[config.mk]
export PLATFORM = sky130hd
export DESIGN_NAME = stream_word_replace_flat
export DESIGN_NICKNAME = d
export VERILOG_FILES = /design/src/sv/swr_pkg.sv /design/src/sv/swr_if.sv /design/src/sv/swr_front.sv /design/src/sv/swr_queue.sv /design/src/sv/swr_back.sv /design/src/sv/stream_word_replace.sv /design/src/flat_wrapper.sv
export SDC_FILE = /design/constraint.sdc
export NUM_CORES = 1
export LEC_CHECK = 0
export ABC_CLOCK_PERIOD_IN_PS = 9300
export BUFFER_PORTS_ARGS = -buffer_cell sky130_fd_sc_hd__buf_4
export CAP_MARGIN = 20
export CORE_ASPECT_RATIO = 1.75
export CORE_MARGIN = 2
export CORE_UTILIZATION = 40
export DETAILED_ROUTE_END_ITERATION = 7
export PLACE_DENSITY = 0.6
export REMOVE_ABC_BUFFERS = 1
export SLEW_MARGIN = 20
export SYNTH_ARGS = -nofsm -noshare
export SYNTH_HDL_FRONTEND = slang
export SYNTH_SLANG_ARGS = --single-unit
[constraint.sdc]
create_clock -name clk -period 9.3 [get_ports clk]
set_clock_uncertainty 0.05 [all_clocks]
set_input_delay 1.86 -clock clk [delete_from_list [all_inputs] [get_ports clk]]
set_output_delay 1.86 -clock clk [all_outputs]
set_load 0.005 [all_outputs]
[src/sv/swr_pkg.sv]
// Shared constants, types and helpers for the stream word replace block.
// Used by the interfaces, the front, the queue, the back and the top level.
// No dependencies.
package swr_pkg;

    localparam int PATTERN_MAX = 8;
    localparam int REPLACE_MAX = 8;
    localparam int BYTE_W      = 8;
    localparam int CFG_W       = 64;
    localparam int CFG_IDX_W   = 2;
    localparam int LEN_W       = 4;
    localparam int MATCH_W     = 3;
    localparam int QUEUE_DEPTH = 4;
    localparam int QPTR_W      = 2;
    localparam int QCNT_W      = 3;

    // Configuration register indexes
    localparam logic [CFG_IDX_W-1:0] REG_PATTERN_BYTES      = 2'd0;
    localparam logic [CFG_IDX_W-1:0] REG_PATTERN_LENGTH     = 2'd1;
    localparam logic [CFG_IDX_W-1:0] REG_REPLACEMENT_BYTES  = 2'd2;
    localparam logic [CFG_IDX_W-1:0] REG_REPLACEMENT_LENGTH = 2'd3;

    // Configuration as seen by front and back, lengths already clamped
    typedef struct packed {
        logic [CFG_W-1:0] pattern;
        logic [LEN_W-1:0] plen;
        logic [CFG_W-1:0] repl;
        logic [LEN_W-1:0] rlen;
    } cfg_t;

    // One classified item: run = head pattern bytes, optional current byte,
    // then a tail of replacement bytes or flushed pattern bytes.
    typedef struct packed {
        logic [BYTE_W-1:0]  cur_byte;
        logic [MATCH_W-1:0] head_len;
        logic               cur_keep;
        logic               repl;
        logic [LEN_W-1:0]   tail_len;
        logic [LEN_W-1:0]   run_len;
        logic               eot;
        logic               found;
    } cmd_t;

    function automatic logic [BYTE_W-1:0] byte_at(input logic [CFG_W-1:0] w,
                                                  input logic [MATCH_W-1:0] i);
        byte_at = w[{i, 3'b000} +: BYTE_W];
    endfunction

endpackage

[src/sv/swr_if.sv]
// Valid/ready channel interfaces for the input text and the result stream.
// Depends on swr_pkg for the byte width.
interface swr_in_if;
    logic                       valid;
    logic                       ready;
    logic [swr_pkg::BYTE_W-1:0] in_byte;
    logic                       end_of_text;

    modport source (output valid, output in_byte, output end_of_text, input ready);
    modport sink   (input valid, input in_byte, input end_of_text, output ready);
endinterface

interface swr_out_if;
    logic                       valid;
    logic                       ready;
    logic [swr_pkg::BYTE_W-1:0] out_byte;
    logic                       has_byte;
    logic                       last_in_run;
    logic                       text_done;
    logic                       found_any;

    modport source (output valid, output out_byte, output has_byte, output last_in_run,
                    output text_done, output found_any, input ready);
    modport sink   (input valid, input out_byte, input has_byte, input last_in_run,
                    input text_done, input found_any, output ready);
endinterface

[src/sv/swr_front.sv]
// Front end: accepts text bytes, tracks the matched prefix length and
// classifies each item into a run command. Depends on swr_pkg, swr_in_if.
module swr_front
(
    input  logic                       clk,
    input  logic                       rst_n,
    swr_in_if.sink                     text_in,
    input  swr_pkg::cfg_t              cfg,
    input  logic                       cfg_clear,
    input  logic                       q_full,
    output logic                       push,
    output swr_pkg::cmd_t              cmd
);

    logic [swr_pkg::MATCH_W-1:0] m_reg;
    logic [swr_pkg::MATCH_W-1:0] m_next;
    logic                        rep_reg;
    logic                        rep_next;

    logic [swr_pkg::PATTERN_MAX-1:0][swr_pkg::PATTERN_MAX-1:0] bord;
    logic [swr_pkg::MATCH_W-1:0] plen_m1;
    logic [swr_pkg::MATCH_W-1:0] m_eff;
    logic [swr_pkg::LEN_W-1:0]   k;
    logic                        full_match;
    logic                        accept;
    logic                        eot;
    logic [swr_pkg::BYTE_W-1:0]  c;

    assign c   = text_in.in_byte;
    assign eot = text_in.end_of_text;

    // Border table: held prefix of length mm keeps a tail of length kk-1
    // that equals the pattern's own prefix
    always_comb
    begin
        logic ok;
        ok   = 1'b0;
        bord = '0;
        for (int mm = 0; mm < swr_pkg::PATTERN_MAX; mm++)
        begin
            for (int kk = 1; kk <= swr_pkg::PATTERN_MAX; kk++)
            begin
                if (kk <= mm + 1)
                begin
                    ok = 1'b1;
                    for (int i = 0; i < swr_pkg::PATTERN_MAX - 1; i++)
                    begin
                        if (i < kk - 1)
                        begin
                            ok = ok &&
                                 (swr_pkg::byte_at(cfg.pattern,
                                      swr_pkg::MATCH_W'(mm + 1 - kk + i)) ==
                                  swr_pkg::byte_at(cfg.pattern, swr_pkg::MATCH_W'(i)));
                        end
                    end
                    bord[mm][kk-1] = ok;
                end
            end
        end
    end

    // Pick the longest tail that is still a pattern prefix
    assign plen_m1 = swr_pkg::MATCH_W'(cfg.plen - 4'd1);
    assign m_eff   = (m_reg > plen_m1) ? plen_m1 : m_reg;

    always_comb
    begin
        k = '0;
        for (int kk = 1; kk <= swr_pkg::PATTERN_MAX; kk++)
        begin
            if (bord[m_eff][kk-1] && (swr_pkg::LEN_W'(kk) <= cfg.plen) &&
                (c == swr_pkg::byte_at(cfg.pattern, swr_pkg::MATCH_W'(kk - 1))))
            begin
                k = swr_pkg::LEN_W'(kk);
            end
        end
    end

    assign full_match = (k == cfg.plen);

    // Build the run command and the next match state
    always_comb
    begin
        cmd          = '0;
        cmd.cur_byte = c;
        cmd.eot      = eot;
        cmd.found    = rep_reg | full_match;
        m_next       = '0;
        if (full_match)
        begin
            cmd.repl     = 1'b1;
            cmd.tail_len = cfg.rlen;
        end
        else if (k == '0)
        begin
            cmd.head_len = m_eff;
            cmd.cur_keep = 1'b1;
        end
        else
        begin
            cmd.head_len = swr_pkg::MATCH_W'({1'b0, m_eff} + 4'd1 - k);
            cmd.tail_len = eot ? k : '0;
            m_next       = swr_pkg::MATCH_W'(k);
        end
        if (eot)
        begin
            m_next = '0;
        end
        cmd.run_len = {1'b0, cmd.head_len} + {3'b000, cmd.cur_keep} + cmd.tail_len;
    end

    assign rep_next      = eot ? 1'b0 : (rep_reg | full_match);
    assign text_in.ready = !q_full;
    assign accept        = text_in.valid && text_in.ready;
    assign push          = accept && ((cmd.run_len != '0) || eot);

    // Advance match state
    always_ff @(posedge clk or negedge rst_n)
    begin
        if (!rst_n)
        begin
            m_reg   <= '0;
            rep_reg <= 1'b0;
        end
        else
        begin
            if (cfg_clear)
            begin
                m_reg <= '0;
            end
            else if (accept)
            begin
                m_reg   <= m_next;
                rep_reg <= rep_next;
            end
        end
    end

    a_match_below_plen: assert property (@(posedge clk) disable iff (!rst_n)
        {1'b0, m_reg} < cfg.plen)
        else $error("held prefix not shorter than pattern");

    a_eot_clears: assert property (@(posedge clk) disable iff (!rst_n)
        accept && eot |=> (m_reg == '0) && !rep_reg)
        else $error("match state survives end of text");

endmodule

[src/sv/swr_queue.sv]
// Four-entry command queue between front and back.
// Depends on swr_pkg.
module swr_queue
(
    input  logic          clk,
    input  logic          rst_n,
    input  logic          push,
    input  swr_pkg::cmd_t cmd_in,
    output logic          full,
    input  logic          pop,
    output swr_pkg::cmd_t cmd_out,
    output logic          empty
);

    swr_pkg::cmd_t                mem_reg [swr_pkg::QUEUE_DEPTH];
    logic [swr_pkg::QPTR_W-1:0]   wr_ptr_reg;
    logic [swr_pkg::QPTR_W-1:0]   rd_ptr_reg;
    logic [swr_pkg::QCNT_W-1:0]   count_reg;
    logic [swr_pkg::QCNT_W-1:0]   count_next;

    assign full    = (count_reg == swr_pkg::QCNT_W'(swr_pkg::QUEUE_DEPTH));
    assign empty   = (count_reg == '0);
    assign cmd_out = mem_reg[rd_ptr_reg];

    always_comb
    begin
        count_next = count_reg;
        if (push && !pop)
        begin
            count_next = count_reg + 1'b1;
        end
        else if (pop && !push)
        begin
            count_next = count_reg - 1'b1;
        end
    end

    // Store entries
    always_ff @(posedge clk)
    begin
        if (push)
        begin
            mem_reg[wr_ptr_reg] <= cmd_in;
        end
    end

    // Advance pointers
    always_ff @(posedge clk or negedge rst_n)
    begin
        if (!rst_n)
        begin
            wr_ptr_reg <= '0;
            rd_ptr_reg <= '0;
            count_reg  <= '0;
        end
        else
        begin
            if (push)
            begin
                wr_ptr_reg <= wr_ptr_reg + 1'b1;
            end
            if (pop)
            begin
                rd_ptr_reg <= rd_ptr_reg + 1'b1;
            end
            count_reg <= count_next;
        end
    end

    a_count_bound: assert property (@(posedge clk) disable iff (!rst_n)
        count_reg <= swr_pkg::QCNT_W'(swr_pkg::QUEUE_DEPTH))
        else $error("queue count overflow");

    a_no_pop_empty: assert property (@(posedge clk) disable iff (!rst_n)
        pop |-> !empty)
        else $error("pop from empty queue");

endmodule

[src/sv/swr_back.sv]
// Back end: expands each queued run command into result items, one per
// cycle while the result stream is not stalled, through a registered output stage. Depends on swr_pkg, swr_out_if.
module swr_back
(
    input  logic          clk,
    input  logic          rst_n,
    swr_out_if.source     text_out,
    input  swr_pkg::cfg_t cfg,
    input  swr_pkg::cmd_t cmd,
    input  logic          q_empty,
    output logic          pop
);

    logic [swr_pkg::LEN_W-1:0]   j_reg;
    logic [swr_pkg::LEN_W-1:0]   j_next;
    logic                        out_valid_reg;
    logic [swr_pkg::BYTE_W-1:0]  out_byte_reg;
    logic                        has_byte_reg;
    logic                        last_reg;
    logic                        done_reg;
    logic                        found_reg;

    logic [swr_pkg::LEN_W-1:0]   run_eff;
    logic                        last;
    logic                        load;
    logic [swr_pkg::BYTE_W-1:0]  sel_byte;
    logic [swr_pkg::MATCH_W-1:0] t;

    assign run_eff = (cmd.run_len == '0) ? 4'd1 : cmd.run_len;
    assign last    = (j_reg == run_eff - 4'd1);
    assign load    = !out_valid_reg || text_out.ready;
    assign pop     = load && !q_empty && last;
    assign j_next  = last ? '0 : j_reg + 4'd1;
    assign t       = swr_pkg::MATCH_W'(j_reg - {1'b0, cmd.head_len} - {3'b000, cmd.cur_keep});

    // Select the byte at run position j
    always_comb
    begin
        if (cmd.run_len == '0)
        begin
            sel_byte = '0;
        end
        else if (j_reg < {1'b0, cmd.head_len})
        begin
            sel_byte = swr_pkg::byte_at(cfg.pattern, j_reg[swr_pkg::MATCH_W-1:0]);
        end
        else if (cmd.cur_keep && (j_reg == {1'b0, cmd.head_len}))
        begin
            sel_byte = cmd.cur_byte;
        end
        else if (cmd.repl)
        begin
            sel_byte = swr_pkg::byte_at(cfg.repl, t);
        end
        else
        begin
            sel_byte = swr_pkg::byte_at(cfg.pattern, t);
        end
    end

    // Hold or advance the output stage
    always_ff @(posedge clk or negedge rst_n)
    begin
        if (!rst_n)
        begin
            out_valid_reg <= 1'b0;
            j_reg         <= '0;
        end
        else if (load)
        begin
            out_valid_reg <= !q_empty;
            if (!q_empty)
            begin
                j_reg <= j_next;
            end
        end
    end

    always_ff @(posedge clk)
    begin
        if (load && !q_empty)
        begin
            out_byte_reg <= sel_byte;
            has_byte_reg <= (cmd.run_len != '0);
            last_reg     <= last;
            done_reg     <= last && cmd.eot;
            found_reg    <= last && cmd.eot && cmd.found;
        end
    end

    assign text_out.valid       = out_valid_reg;
    assign text_out.out_byte    = out_byte_reg;
    assign text_out.has_byte    = has_byte_reg;
    assign text_out.last_in_run = last_reg;
    assign text_out.text_done   = done_reg;
    assign text_out.found_any   = found_reg;

    a_pos_in_run: assert property (@(posedge clk) disable iff (!rst_n)
        !q_empty |-> (j_reg < run_eff))
        else $error("run position past run length");

endmodule

[src/sv/stream_word_replace.sv]
// Top level of the stream word replace block: configuration registers,
// front end, command queue and back end. Depends on swr_pkg and swr_if.
// An accepted item is written into the queue and its first result then goes
// to the output register. Throughput: one item per cycle while runs are one
// result long and the output is not stalled; longer runs hold the back end,
// and the four-entry queue absorbs bursts and stalls input only when it fills.
// Reset: registers take their reset values, match state and queue clear.
module stream_word_replace
(
    input  logic                          clk,
    input  logic                          rst_n,
    swr_in_if.sink                        text_in,
    swr_out_if.source                     text_out,
    input  logic                          cfg_we,
    input  logic [swr_pkg::CFG_IDX_W-1:0] cfg_index,
    input  logic [swr_pkg::CFG_W-1:0]     cfg_data
);

    logic [swr_pkg::CFG_W-1:0] pattern_reg;
    logic [swr_pkg::LEN_W-1:0] plen_reg;
    logic [swr_pkg::CFG_W-1:0] repl_reg;
    logic [swr_pkg::LEN_W-1:0] rlen_reg;

    swr_pkg::cfg_t cfg;
    swr_pkg::cmd_t push_cmd;
    swr_pkg::cmd_t head_cmd;
    logic          cfg_clear;
    logic          push;
    logic          pop;
    logic          q_full;
    logic          q_empty;

    // Write configuration registers
    always_ff @(posedge clk or negedge rst_n)
    begin
        if (!rst_n)
        begin
            pattern_reg <= '0;
            plen_reg    <= 4'd1;
            repl_reg    <= '0;
            rlen_reg    <= '0;
        end
        else if (cfg_we)
        begin
            case (cfg_index)
                swr_pkg::REG_PATTERN_BYTES:      pattern_reg <= cfg_data;
                swr_pkg::REG_PATTERN_LENGTH:     plen_reg    <= cfg_data[swr_pkg::LEN_W-1:0];
                swr_pkg::REG_REPLACEMENT_BYTES:  repl_reg    <= cfg_data;
                swr_pkg::REG_REPLACEMENT_LENGTH: rlen_reg    <= cfg_data[swr_pkg::LEN_W-1:0];
                default:                         pattern_reg <= pattern_reg;
            endcase
        end
    end

    // Clamp lengths into range
    always_comb
    begin
        cfg.pattern = pattern_reg;
        cfg.repl    = repl_reg;
        if (plen_reg == '0)
        begin
            cfg.plen = 4'd1;
        end
        else if (plen_reg > swr_pkg::LEN_W'(swr_pkg::PATTERN_MAX))
        begin
            cfg.plen = swr_pkg::LEN_W'(swr_pkg::PATTERN_MAX);
        end
        else
        begin
            cfg.plen = plen_reg;
        end
        if (rlen_reg > swr_pkg::LEN_W'(swr_pkg::REPLACE_MAX))
        begin
            cfg.rlen = swr_pkg::LEN_W'(swr_pkg::REPLACE_MAX);
        end
        else
        begin
            cfg.rlen = rlen_reg;
        end
    end

    // Drop the held prefix when the pattern changes
    assign cfg_clear = cfg_we && ((cfg_index == swr_pkg::REG_PATTERN_BYTES) ||
                                  (cfg_index == swr_pkg::REG_PATTERN_LENGTH));

    swr_front u_front
    (
        .clk       (clk),
        .rst_n     (rst_n),
        .text_in   (text_in),
        .cfg       (cfg),
        .cfg_clear (cfg_clear),
        .q_full    (q_full),
        .push      (push),
        .cmd       (push_cmd)
    );

    swr_queue u_queue
    (
        .clk     (clk),
        .rst_n   (rst_n),
        .push    (push),
        .cmd_in  (push_cmd),
        .full    (q_full),
        .pop     (pop),
        .cmd_out (head_cmd),
        .empty   (q_empty)
    );

    swr_back u_back
    (
        .clk      (clk),
        .rst_n    (rst_n),
        .text_out (text_out),
        .cfg      (cfg),
        .cmd      (head_cmd),
        .q_empty  (q_empty),
        .pop      (pop)
    );

endmodule

[src/flat_wrapper.sv]
// flat-port wrapper written by rule: the top's interface ports become plain ports
module stream_word_replace_flat 
  (clk, rst_n, cfg_we, cfg_index, cfg_data, text_in_valid, text_in_in_byte, text_in_end_of_text, text_in_ready, text_out_valid, text_out_out_byte, text_out_has_byte, text_out_last_in_run, text_out_text_done, text_out_found_any, text_out_ready);
  swr_in_if text_in_i ();
  swr_out_if text_out_i ();
  input  logic clk;
  input  logic rst_n;
  input  logic cfg_we;
  input  logic [swr_pkg::CFG_IDX_W-1:0] cfg_index;
  input  logic [swr_pkg::CFG_W-1:0] cfg_data;
  input wire logic [$bits(text_in_i.valid)-1:0] text_in_valid;
  input wire logic [$bits(text_in_i.in_byte)-1:0] text_in_in_byte;
  input wire logic [$bits(text_in_i.end_of_text)-1:0] text_in_end_of_text;
  output wire logic [$bits(text_in_i.ready)-1:0] text_in_ready;
  output wire logic [$bits(text_out_i.valid)-1:0] text_out_valid;
  output wire logic [$bits(text_out_i.out_byte)-1:0] text_out_out_byte;
  output wire logic [$bits(text_out_i.has_byte)-1:0] text_out_has_byte;
  output wire logic [$bits(text_out_i.last_in_run)-1:0] text_out_last_in_run;
  output wire logic [$bits(text_out_i.text_done)-1:0] text_out_text_done;
  output wire logic [$bits(text_out_i.found_any)-1:0] text_out_found_any;
  input wire logic [$bits(text_out_i.ready)-1:0] text_out_ready;
  assign text_in_i.valid = text_in_valid;
  assign text_in_i.in_byte = text_in_in_byte;
  assign text_in_i.end_of_text = text_in_end_of_text;
  assign text_in_ready = text_in_i.ready;
  assign text_out_valid = text_out_i.valid;
  assign text_out_out_byte = text_out_i.out_byte;
  assign text_out_has_byte = text_out_i.has_byte;
  assign text_out_last_in_run = text_out_i.last_in_run;
  assign text_out_text_done = text_out_i.text_done;
  assign text_out_found_any = text_out_i.found_any;
  assign text_out_i.ready = text_out_ready;
  stream_word_replace u_core (.clk(clk), .rst_n(rst_n), .text_in(text_in_i), .text_out(text_out_i), .cfg_we(cfg_we), .cfg_index(cfg_index), .cfg_data(cfg_data));
endmodule
; After elaboration in Yosys (flattened, before gate mapping)
; Memory sizes are Yosys's and may differ from the RTL's.
; Cells that the tools add are included.
[op_classes]
n_lt_le_gt_ge = 13
shifts = 3
reduce_logical = 64
div_mod_pow = 0
addsub = 13
mux = 36
bitwise = 3
eq_ne = 36
n_mul = 0
[op_table]
columns = operator, count
row1 = $eq A8 B8 Y1, 29
row2 = $shiftx A64 B7 Y8, 3
row3 = $mux W4, 11
row4 = $logic_and A1 B1 Y1, 41
row5 = $mux W3, 12
row6 = $mux W8, 4
row7 = $bmux W8 S3, 1
row8 = $le A3 B4 Y1 const A, 4
row9 = $logic_not A4 Y1, 3
row10 = $reduce_and A2 Y1, 6
row11 = $eq A4 B4 Y1, 2
row12 = $gt A4 B4 Y1 const B, 2
row13 = $le A2 B4 Y1 const A, 2
row14 = $reduce_bool A4 Y1, 2
row15 = $add A3 B1 Y3 const B, 2
row16 = $mux W1, 6
row17 = $sub A3 B1 Y3 const B, 2
row18 = $sub A3 B3 Y3, 2
row19 = $logic_not A1 Y1, 5
row20 = $add A2 B1 Y2 const B, 2
row21 = $add A3 B1 Y4, 1
row22 = $add A4 B1 Y4 const B, 1
row23 = $add A4 B4 Y4, 1
row24 = $eq A2 B2 Y1 const B, 2
row25 = other kinds (17), 22
[totals]
ram_bits = 92
output_inout_bits = 14
romBits = 0
latchBits = 0
wordCells = 185
n_memories = 1
register_bits = 164
[memory_table]
columns = name, depth, word_bits, rd, rd_clocked_by_memory_dff, write_ports, line_no
row1 = u_core.u_queue.mem_reg, 4, 23, 1, 0, 1, swr_queue.sv:15  ; swr_pkg::cmd_t mem_reg [swr_pkg::QUEUE_DEPTH];

; Depth between registers and ports, before layout
; Gate-level depths: netlist of the first run.
[logic_depth]
ltp_word = 30
mapped_depth = 37
mapped_depth_nobuf = 36

; Modules after synthesis
; Synthesis of the first run repeated with hierarchy kept, for this count alone.
[unflattened]
cells_unflattened = 1383
area_unflattened_um2 = 16657.2
[modules_own_cells]
columns = mod, instances, cells_per_inst, area_per_inst_um2, seq_area_each_um2
row1 = stream_word_replace, 1, 300, 5684.2, 3404.5
row2 = swr_front, 1, 578, 4506.8, 100.1
row3 = swr_queue, 1, 155, 3756.1, 2937.8
row4 = swr_back, 1, 350, 2710.1, 485.5

; Worst setup path before layout of the first run
; Ideal clock, no wire load.
[synth_timing]
path_type = input -> register
startpoint = in text_in_in_byte[3]
endpoint = reg u_core.u_queue.count_reg[1] (netlist name)
arrival_time_ns = 7.000
setup_time_ns = 0.125
t_required_ns = 9.125
stages = 23
setup_slack_ns = 2.125
cell_sequence = clkbuf_1 xnor2_1 nand4_1 nor3_1 nand4_1 o41ai_1 a21oi_1 o21ai_1 a22oi_1 or2_1 nor4b_4 mux2i_1 nor2_1 inv_1 fa_1 fa_1 xnor2_1 or3_1 o21ba_4 ha_1 inv_1 fa_1 mux2_2
[synth_rtl]
columns = item, line_no
row1 = start: declaration, flat_wrapper.sv:12  ; input wire logic [$bits(text_in_i.in_byte)-1:0] text_in_in_byte;
row2 = end signal: assignment, swr_queue.sv:66  ; count_reg <= count_next;
row3 = end: declaration, swr_queue.sv:18  ; logic [swr_pkg::QCNT_W-1:0] count_reg;

==> metrics.txt, run 1 <==
EDFF count, synth=88; most frequent cell after synthesis=dfrtp_1; Crit-path slowest cell=o21ai_1; post-CTS sizing=0; most instantiated cells after synthesis=dfrtp_1, xnor2_1, mux2_2, xor2_1, edfxtp_1; sw frac=0.389; fin crit share=0.888; Post-Syn Area=between 0.01 and 0.015 sq mm; Post-CTS Setup Inserts=0; vias in the first global route=roughly 10000; drt pass-1 iters=4; Max Slew Vio Count=0; placed cell count=1658; async set-reset flop share out of synthesis=0.633; Seq pwr share=0.305; critical path capture point type=flop; largest net degree at the start of global routing=80; post-synthesis mux area share=0.230; met2 Track Usage GR=0.435; WL/cell=26.1 microns; Comb power frac=0.520; Top FF cell, synth=dfrtp_1; DRC Markers=0; GRT Total Usage=0.234; max cap viols=0; CTS Hold Bufs=0; starting DRC count in detailed routing=555; HPWL after detailed placement=33000 microns; Rel. slew slack=0.202; Avg Inst Size Synth=12.7 sq um; GRT Max-Usage Layer=met2; top cells by area, synth=dfrtp_1, edfxtp_1, mux4_2; Seq/Total Area, Yosys=0.436; crit path launch=u_core.plen_reg[2]$_DFFE_PN0P_; crit path time final=8.26 ns; CTS tree=done; CTS H-tree depth=1; Pwr Density=342 mW/mm^2; unrepaired setup endpoints after global routing=no; synth unique cells=70; CP Class=reg -> reg; ANT cells=0; Synth Area in Simple Gates=0.0774; Clock Latency Late Sink=0.55 ns; Psw=2.21 mW; Die W=149 microns; initial antenna violation count=0; critical path endpoint=u_core.u_queue.count_reg[1]$_DFFE_PN0P_; Final Non-Filler Cells=1700; worst-margin pin slew=1.19 ns; row count=93; Area after DPL=0.0158 sq mm; flop-to-flop setup slack=1.04 ns; yosys synthesis warning count=0; Max Root-Sink Buffers=3; Die Area=approximately 0.039 sq mm; Root Buffer=clkbuf_16; area grow syn2layout=12.3%; Clock Sinks=240; min-delay worst type=reg -> reg; Final Util=0.453; Internal=3.47 mW; fin worst setup slack=about 1.0 ns; #FFs+latches synth=240; CTS Buf Count=23; delay of the slowest cell on the worst path=0.64 ns; core area=0.0367 sq mm; die span in y=258 microns; clock-pin slew on the worst setup and hold paths=0.07 ns; CP startpoint kind=flop; GR Overflow Total=0; Fill cells=3398; Vias=9802; LEAKAGE=6.35 nW; Cells after Synth=1166; Setup TNS=0 ns; first-pass GRT wire length=66800 microns; Port Buffer Count=between 90 and 100; largest area contributor in the synthesized netlist=dfrtp_1; main combinational cell family by area after synthesis=multiplexers; Hold Vio Cnt, Final=0; worst-path maximum fanout=12; fmax=approximately 120 MHz; final instance area=about 0.017 sq mm; Routed Antenna Nets=0; Critical Path RT=9.69 ns; post-synthesis xor/xnor area fraction=0.150; dpl ws=1.02 ns; R2R cell count=31; RePlAce Congestion=0.989; vias per cell=5.77; complex-gate fraction of the synthesized area=0.0412; grt met3 use=0.0227; Initial Utilization=0.403; worst ir drop on vdd=0.279 mV; area share of the largest cell type after synthesis=0.255; reg-to-reg endpoint=u_core.u_queue.count_reg[1]$_DFFE_PN0P_; Routed WL=44400 microns; endpoints failing setup=0; Adder-Cell Fraction of Synth Area=0.0271; Arrival @ worst endpoint=8.64 ns; worst r2r src=u_core.plen_reg[2]$_DFFE_PN0P_; I/O pin cnt=94; Final nets=1317; Clock Power Share=0.175; run status=finished, final reports clean; max FFs per register=76; GR Layer Usage met1=0.258; ratio of cells with drive above 1 in the final layout=0.317
==> through the flow <==
step           hold WS, ns  total power, mW
2_1_floorplan        0.414             3.72
3_3_place_gp         0.431             4.70
3_5_place_dp         0.438             4.76
4_1_cts              0.453             5.76
5_1_grt              0.460             6.00
6_report             0.450             5.68
==> power by group through the flow <==
stage	clock, mW	sequential [mW]	combinational, mW
after floorplan	0	1.68	2.04
after global placement	0	1.73	2.97
after detailed placement	0	1.74	3.01
after CTS	1.02	1.72	3.02
after global routing	1.06	1.75	3.19
final	0.993	1.73	2.96
==> worst max-delay path: cells and delay by family, from the launching register on <==
| kind | cells | cell delay (ns) |
|---|---|---|
| buf+inv | 6 | 0.72 |
| flops | 1 | 0.47 |
| mux | 1 | 0.26 |
| xor+xnor | 2 | 0.39 |
| fa+ha+maj | 6 | 2.09 |
| simple gates | 9 | 1.92 |
| compound gates | 7 | 2.22 |
==> cell usage in the layout, fill, tap and decap left out, types with 13 or more instances in the layout <==
cell type,count
dfrtp_1,151
xnor2_1,150
mux2_2,139
buf_4,115
xor2_1,98
edfxtp_1,88
mux4_2,75
nand4_1,38
nor2_1,35
nand2_1,30
nor4_1,29
inv_1,27
ha_1,24
clkbuf_16,23
a211oi_1,16
nor3_1,15
nor2b_1,15
o21ai_0,13
==> layout make-up <==
type                       count  area (sq um)  area share
inverter                      31           116     0.00700
sequential                   240          6450       0.388
timing repair buffer         116           875      0.0526
multi-input combinational    796          7790       0.469
tap                          475           594      0.0358
clock buffer                  27           591      0.0355
clock inverter                15           195      0.0117
==> worst min path at each step <==
stage / start / end / cells after the start / slack, ns
CTS: u_core.repl_reg[10]$_DFFE_PN0P_ / u_core.repl_reg[10]$_DFFE_PN0P_ / 1 / 0.45
finish: u_core.u_back.text_out.valid$_DFFE_PN0N_ / u_core.u_back.text_out.valid$_DFFE_PN0N_ / 2 / 0.45
global placement: u_core.repl_reg[36]$_DFFE_PN0P_ / u_core.repl_reg[36]$_DFFE_PN0P_ / 1 / 0.43
floorplan: u_core.u_queue.count_reg[2]$_DFFE_PN0P_ / u_core.u_queue.count_reg[2]$_DFFE_PN0P_ / 1 / 0.41
global route: u_core.repl_reg[39]$_DFFE_PN0P_ / u_core.repl_reg[39]$_DFFE_PN0P_ / 1 / 0.46
detailed placement: u_core.repl_reg[10]$_DFFE_PN0P_ / u_core.repl_reg[10]$_DFFE_PN0P_ / 1 / 0.44
==> logic make-up after synthesis <==
| family | count (synthesis) |
|---|---|
| compound gates | 84 |
| xor+xnor | 251 |
| fa+ha+maj | 29 |
| buf+inv | 130 |
| flops | 240 |
| mux | 227 |
| simple gates | 205 |
==> metal layers <==
| metal | share of wire | up-vias |
|---|---|---|
| met3 | 0.031 | 131 |
| met5 | 0 | - |
| met1 | 0.36 | 5085 |
| li1 | - | 4314 |
| met4 | 0.063 | 0 |
| met2 | 0.55 | 272 |
No activity file was read; power rests on OpenSTA's default activity.
==> run 2, diff against run 1 <==
Settings changed: ABC_AREA set to 1.
==> run 2 against run 1 <==
  * Total power increased by 11%
  * Critical path depth up 5
  * Non-clock buffer count fell by 2
  * Core utilization down 0.89 points
  * Register-to-register slack improved by 1.1 ns
  * Worst setup slack improved by 1.1 ns
  * Highest routed layer unchanged
  * Global-route usage rose by 5.5 points
  * Sequential power shrank 4%
  * Final area is 6.5% higher
  * Area after synthesis grew 8.6%
  * Fmax rose by 15%
==> metrics.txt, run 2 <==
run status=finished, final reports clean; delay of the slowest cell on the worst path=0.51 ns; Comb power frac=0.584; largest net degree at the start of global routing=94; worst-path maximum fanout=11; Top cell by count, worst path=nand2_1; clock-pin slew on the worst setup and hold paths=0.07 ns; critical path capture point type=flop; worst-margin pin slew=slightly above 0.9 ns; LEAKAGE=8.23 nW; initial antenna violation count=0; row count=97; most frequent cell after synthesis=nand2_1; met2 Track Usage GR=0.527; GR Overflow Total=0; Routed WL=~60000 microns; fmax=~140 MHz; CTS tree=done; GRT Total Usage=0.290; drt pass-1 iters=6; worst ir drop on vdd=0.269 mV; Max Slew Vio Count=0; CTS H-tree depth=1; min-delay worst type=reg -> reg; Seq pwr share=0.263; Crit-path slowest cell=fa_1; largest area contributor in the synthesized netlist=dfrtp_1; Internal=3.08 mW; total power draw=6.32 mW; commonest non-fill, non-tap cell in the layout=nand2_1; Psw=3.24 mW; Seq/Total Area, Yosys=0.401; Cells after Synth=~2200; Die Area=0.0418 sq mm; area grow syn2layout=10.1%; Post-CTS Setup Inserts=0; WL/cell=22.5 microns; EDFF count, synth=88; vias in the first global route=14637; fin crit share=0.771; Pwr Density=about 360 mW/mm^2; Clock Latency Late Sink=roughly 0.55 ns; CP Class=reg -> reg; grt met3 use=0.0265; Port Buffer Count=93; CTS Buf Count=23; sw frac=0.512; Rel. slew slack=0.390; Arrival @ worst endpoint=around 7.6 ns; die span in y=between 200 and 300 microns; most instantiated cells after synthesis=nand2_1, o21ai_0, inv_1, nor2_1, dfrtp_1; Final nets=around 2300; GR Layer Usage met1=0.329; DRC Markers=0; yosys synthesis warning count=0; crit path time final=between 7 and 8 ns; commonest non-fill, non-tap cells in the layout=nand2_1, o21ai_0, inv_1; Setup TNS=0 ns; HPWL after detailed placement=45700 microns; Vias=15130; Root Buffer=clkbuf_16; Routed Antenna Nets=0; Initial Utilization=0.403; Critical Path RT=9.68 ns; max cap viols=0; unrepaired setup endpoints after global routing=no; CP startpoint kind=flop; endpoints failing setup=0; ANT cells=0; Hold Vio Cnt, Final=0; synth unique cells=51; async set-reset flop share out of synthesis=0.633; first-pass GRT wire length=90600 microns; Clock Sinks=240; RePlAce Congestion=1.01; starting DRC count in detailed routing=1337; Die W=155 microns; Avg Inst Size Synth=7.29 sq um; Max Root-Sink Buffers=3; Clock Power Share=0.153; vias per cell=about 5.6; post-CTS sizing=0; area share of the largest cell type after synthesis=0.235; top cells by area, synth=dfrtp_1, edfxtp_1, nand2_1; Final Util=0.444; Top FF cell, synth=dfrtp_1; core area=about 0.040 sq mm; I/O pin cnt=94; CTS Hold Bufs=0; ratio of cells with drive above 1 in the final layout=0.0884; #FFs+latches synth=240; Post-Syn Area=0.0161 sq mm; GRT Max-Usage Layer=met2; max FFs per register=76
==> run 2: power groups by stage <==
stage / clock network (mW) / logic (mW) / registers, mW
floorplan: 0 / 2.24 / 1.60
global placement: 0 / 3.61 / 1.67
detailed placement: 0 / 3.64 / 1.67
CTS: 0.986 / 3.66 / 1.65
global route: 1.03 / 4.03 / 1.68
finish: 0.965 / 3.70 / 1.66
==> run 2: worst max-delay path, delay by kind of cell, from the launching register on <==
| kind | cells | cell delay, ns |
|---|---|---|
| xor+xnor | 1 | 0.19 |
| buf+inv | 5 | 0.45 |
| fa+ha+maj | 6 | 2.11 |
| compound gates | 4 | 0.51 |
| simple gates | 20 | 3.32 |
| flops | 1 | 0.44 |
==> run 2: stage by stage <==
step | instance area [sq um] | hold WS [ns] | std cells | setup WS [ns]
3_5_place_dp | 16900 | 0.418 | 2670 | 1.88
3_3_place_gp | 16900 | 0.412 | 2670 | 1.90
5_1_grt | 17700 | 0.456 | 2712 | 1.60
2_1_floorplan | 15400 | 0.398 | 2061 | 3.22
4_1_cts | 17700 | 0.433 | 2712 | 1.89
6_report | 17700 | 0.426 | 2712 | 2.13
==> run 2: path summary, 6_finish.rpt <==
kind                                            startpoint                                 endpoint  slack, ns  cells after the start
min in group asynchronous                            rst_n       u_core.pattern_reg[12]$_DFFE_PN0P_       1.32                      1
setup / recovery            u_core.plen_reg[2]$_DFFE_PN0P_  u_core.u_queue.count_reg[1]$_DFFE_PN0P_       2.13                     36
setup reg to reg            u_core.plen_reg[2]$_DFFE_PN0P_  u_core.u_queue.count_reg[1]$_DFFE_PN0P_       2.13                     36
hold / removal             u_core.repl_reg[29]$_DFFE_PN0P_          u_core.repl_reg[29]$_DFFE_PN0P_       0.43                      2
max in group asynchronous                            rst_n       u_core.u_front.rep_reg$_DFFE_PN0P_       6.48                      2
hold reg to reg            u_core.repl_reg[29]$_DFFE_PN0P_          u_core.repl_reg[29]$_DFFE_PN0P_       0.43                      2
==> run 2: area by class of cell <==
| cell class | instances | area [sq um] |
|---|---|---|
| repair buffers | 114 | 860 |
| flip-flops and latches | 240 | 6450 |
| well taps | 495 | 619 |
| fillers | 4086 | 22100 |
| clock buffers | 28 | 604 |
| inverters | 232 | 876 |
| clock inverters | 14 | 151 |
| multi-input cells | 1589 | 8130 |
==> run 2: cell families after synthesis <==
logic type      after synthesis  share of synthesized area
compound gates              445                      0.152
xor+xnor                    136                     0.0746
fa+ha+maj                    29                     0.0249
flops                       240                      0.401
simple gates                979                      0.251
buf+inv                     373                     0.0960
==> run 2: routing by layer <==
layer	part of all wire	up-vias
met3	0.050	178
met4	0.068	0
met2	0.51	598
li1	-	7136
met1	0.37	7218
met5	0	-
==> run 3, diff against run 2 <==
Settings changed: ABC_CLOCK_PERIOD_IN_PS 9300 to 5850, PLACE_DENSITY 0.6 to 0.62.
Clock period 9.3 ns to 5.85 ns, I/O delays scaled along.
==> run 3 against run 2 <==
  * Sequential power rose by 49%
  * Highest routed layer unchanged
  * The flow now finishes with violations (setup timing)
  * Hold slack better by 0.0037 ns
  * Worst setup slack lost 2.4 ns
  * Core utilization grew 5.6 points
==> metrics.txt, run 3 (synthesis results as in run 2) <==
critical path capture point type=flop; area grow syn2layout=23.9%; GR Overflow Total=0; Critical Path RT=6.25 ns; CP Class=reg -> reg; FF/Latch Area=0.00645 sq mm; Area after DPL=0.0186 sq mm; Hold Vio Cnt, Final=0; LEAKAGE=9.44 nW; min-delay src=u_core.repl_reg[13]$_DFFE_PN0P_; failing checks=setup timing; Pwr Density=553 mW/mm^2; vias per cell=5.37; CTS Buf Count=24; CTS tree=done; final hold slack=approximately 0.43 ns; HPWL after detailed placement=between 40000 and 50000 microns; Seq pwr share=0.224; dpl ws=-0.591 ns; Comb power frac=0.639; Max Slew Vio Count=0; Final nets=2545; area of the multi-input gates=0.00847 sq mm; Max Root-Sink Buffers=3; fin worst setup slack=-0.263 ns; Clock Power Share=0.136; min-delay worst type=reg -> reg; die span in y=269 microns; GR Layer Usage met1=0.321; RePlAce Congestion=1.01; CTS H-tree depth=1; fmax=164 MHz; Root Buffer=clkbuf_16; hold path depth=2; fin crit share=1.04; Clock Sinks=240; delay of the slowest cell on the worst path=0.58 ns; Routed WL=60600 microns; worst-path maximum fanout=6; CTS Hold Bufs=0; Initial Utilization=0.403; R2R cell count=43; core area=0.0398 sq mm; CP startpoint kind=flop; GRT Max-Usage Layer=met2; unrepaired setup endpoints after global routing=yes; Psw=5.52 mW; grt met3 use=0.0214; run status=finished with violations; GRT Total Usage=0.287; commonest non-fill, non-tap cell in the layout=nand2_1; Clock Latency Late Sink=approximately 0.57 ns; Die W=between 150 and 200 microns; Port Buffer Count=93; Setup TNS=-0.450 ns; final instance area=0.0199 sq mm; initial antenna violation count=0; max FFs per register=between 70 and 80; sw frac=0.501; worst ir drop on vdd=0.456 mV; max cap viols=0; row count=97; ANT cells=0; largest net degree at the start of global routing=approximately 150; crit path launch=u_core.plen_reg[0]$_DFFE_PN1P_; clock-pin slew on the worst setup and hold paths=0.06 ns; worst r2r src=u_core.plen_reg[0]$_DFFE_PN1P_; Crit-path slowest cell=dfstp_2; crit path time final=6.11 ns; Rel. slew slack=0.360; worst-margin pin slew=0.960 ns; Final Util=0.500; first-pass GRT wire length=just over 90000 microns; DRC Markers=0; Die Area=0.0418 sq mm; endpoints failing setup=2; Arrival @ worst endpoint=~6.5 ns; Routed Antenna Nets=0; WL/cell=~20 microns; Vias=15840; starting DRC count in detailed routing=1224; Fill cells=slightly below 4000; vias in the first global route=15479; commonest non-fill, non-tap cells in the layout=nand2_1, buf_4, o21ai_0; ratio of cells with drive above 1 in the final layout=0.198; Internal=~5.5 mW; drt pass-1 iters=6; met2 Track Usage GR=0.517; I/O pin cnt=94
run 3: cell count changes in the layout (fill, tap and decap cells not counted), moves of 9 or more:
cell | before | now
ha_4 | 0 | 9
nand2_4 | 5 | 14
nand2_2 | 7 | 19
nand2_1 | 653 | 631
buf_4 | 113 | 338
ha_1 | 24 | 15
run 3: worst paths after layout:
check | slack (ns) | endpoint
min in group asynchronous | 0.65 | u_core.pattern_reg[36]$_DFFE_PN0P_
max in group asynchronous | 4.37 | u_core.u_front.m_reg[0]$_DFFE_PN0P_
worst min register to register | 0.43 | u_core.repl_reg[13]$_DFFE_PN0P_
worst max register to register | -0.26 | u_core.u_queue.count_reg[1]$_DFFE_PN0P_
worst max-delay path | -0.26 | u_core.u_queue.count_reg[1]$_DFFE_PN0P_
worst min-delay path | 0.43 | u_core.repl_reg[13]$_DFFE_PN0P_
run 3: worst max-delay path: cells and delay by family (launching register included):
kind	cells	cell delay (ns)
AO/OA/AOI/OAI	4	0.44
XOR/XNOR	1	0.18
adder cells (fa/ha/maj)	6	1.91
AND/OR/NAND/NOR	26	2.34
buffers and inverters	6	0.45
flip-flops	1	0.58
run 3: final cells by class:
type,instances,area share
Timing Repair Buffer,349,0.136
Inverter,232,0.0446
Clock inverter,12,0.00484
Clock buffer,32,0.0333
Multi-Input combinational cell,1589,0.426
Sequential cell,240,0.324
Tap cell,495,0.0311
run 3: repair_timing:
action / 4_1_cts / 5_1_grt
endpoints found under the hold margin: 0 / 0
pin swaps: 20 / 34
buffers inserted: 11 / 9
gates cloned: 1 / 0
resized for setup: 45 / 46
setup endpoints to repair: 79 / 85
run 3: layer usage:
metal	share of wire	up-vias
li1	-	7599
met1	0.36	7483
met3	0.047	197
met4	0.084	0
met5	0	-
met2	0.51	561
run 3: metrics by stage:
step | cells | power (mW)
after floorplan | 2061 | 6.00
after global placement | 2884 | 9.18
after detailed placement | 2884 | 9.28
after CTS | 2940 | 10.9
after global routing | 2949 | 11.7
final | 2949 | 11.0
run 3: power by group through the flow:
stage / registers [mW] / clock network, mW / logic, mW
floorplan: 2.54 / 0 / 3.46
global placement: 2.48 / 0 / 6.70
detailed placement: 2.50 / 0 / 6.78
CTS: 2.47 / 1.53 / 6.89
global route: 2.51 / 1.58 / 7.59
finish: 2.47 / 1.50 / 7.04
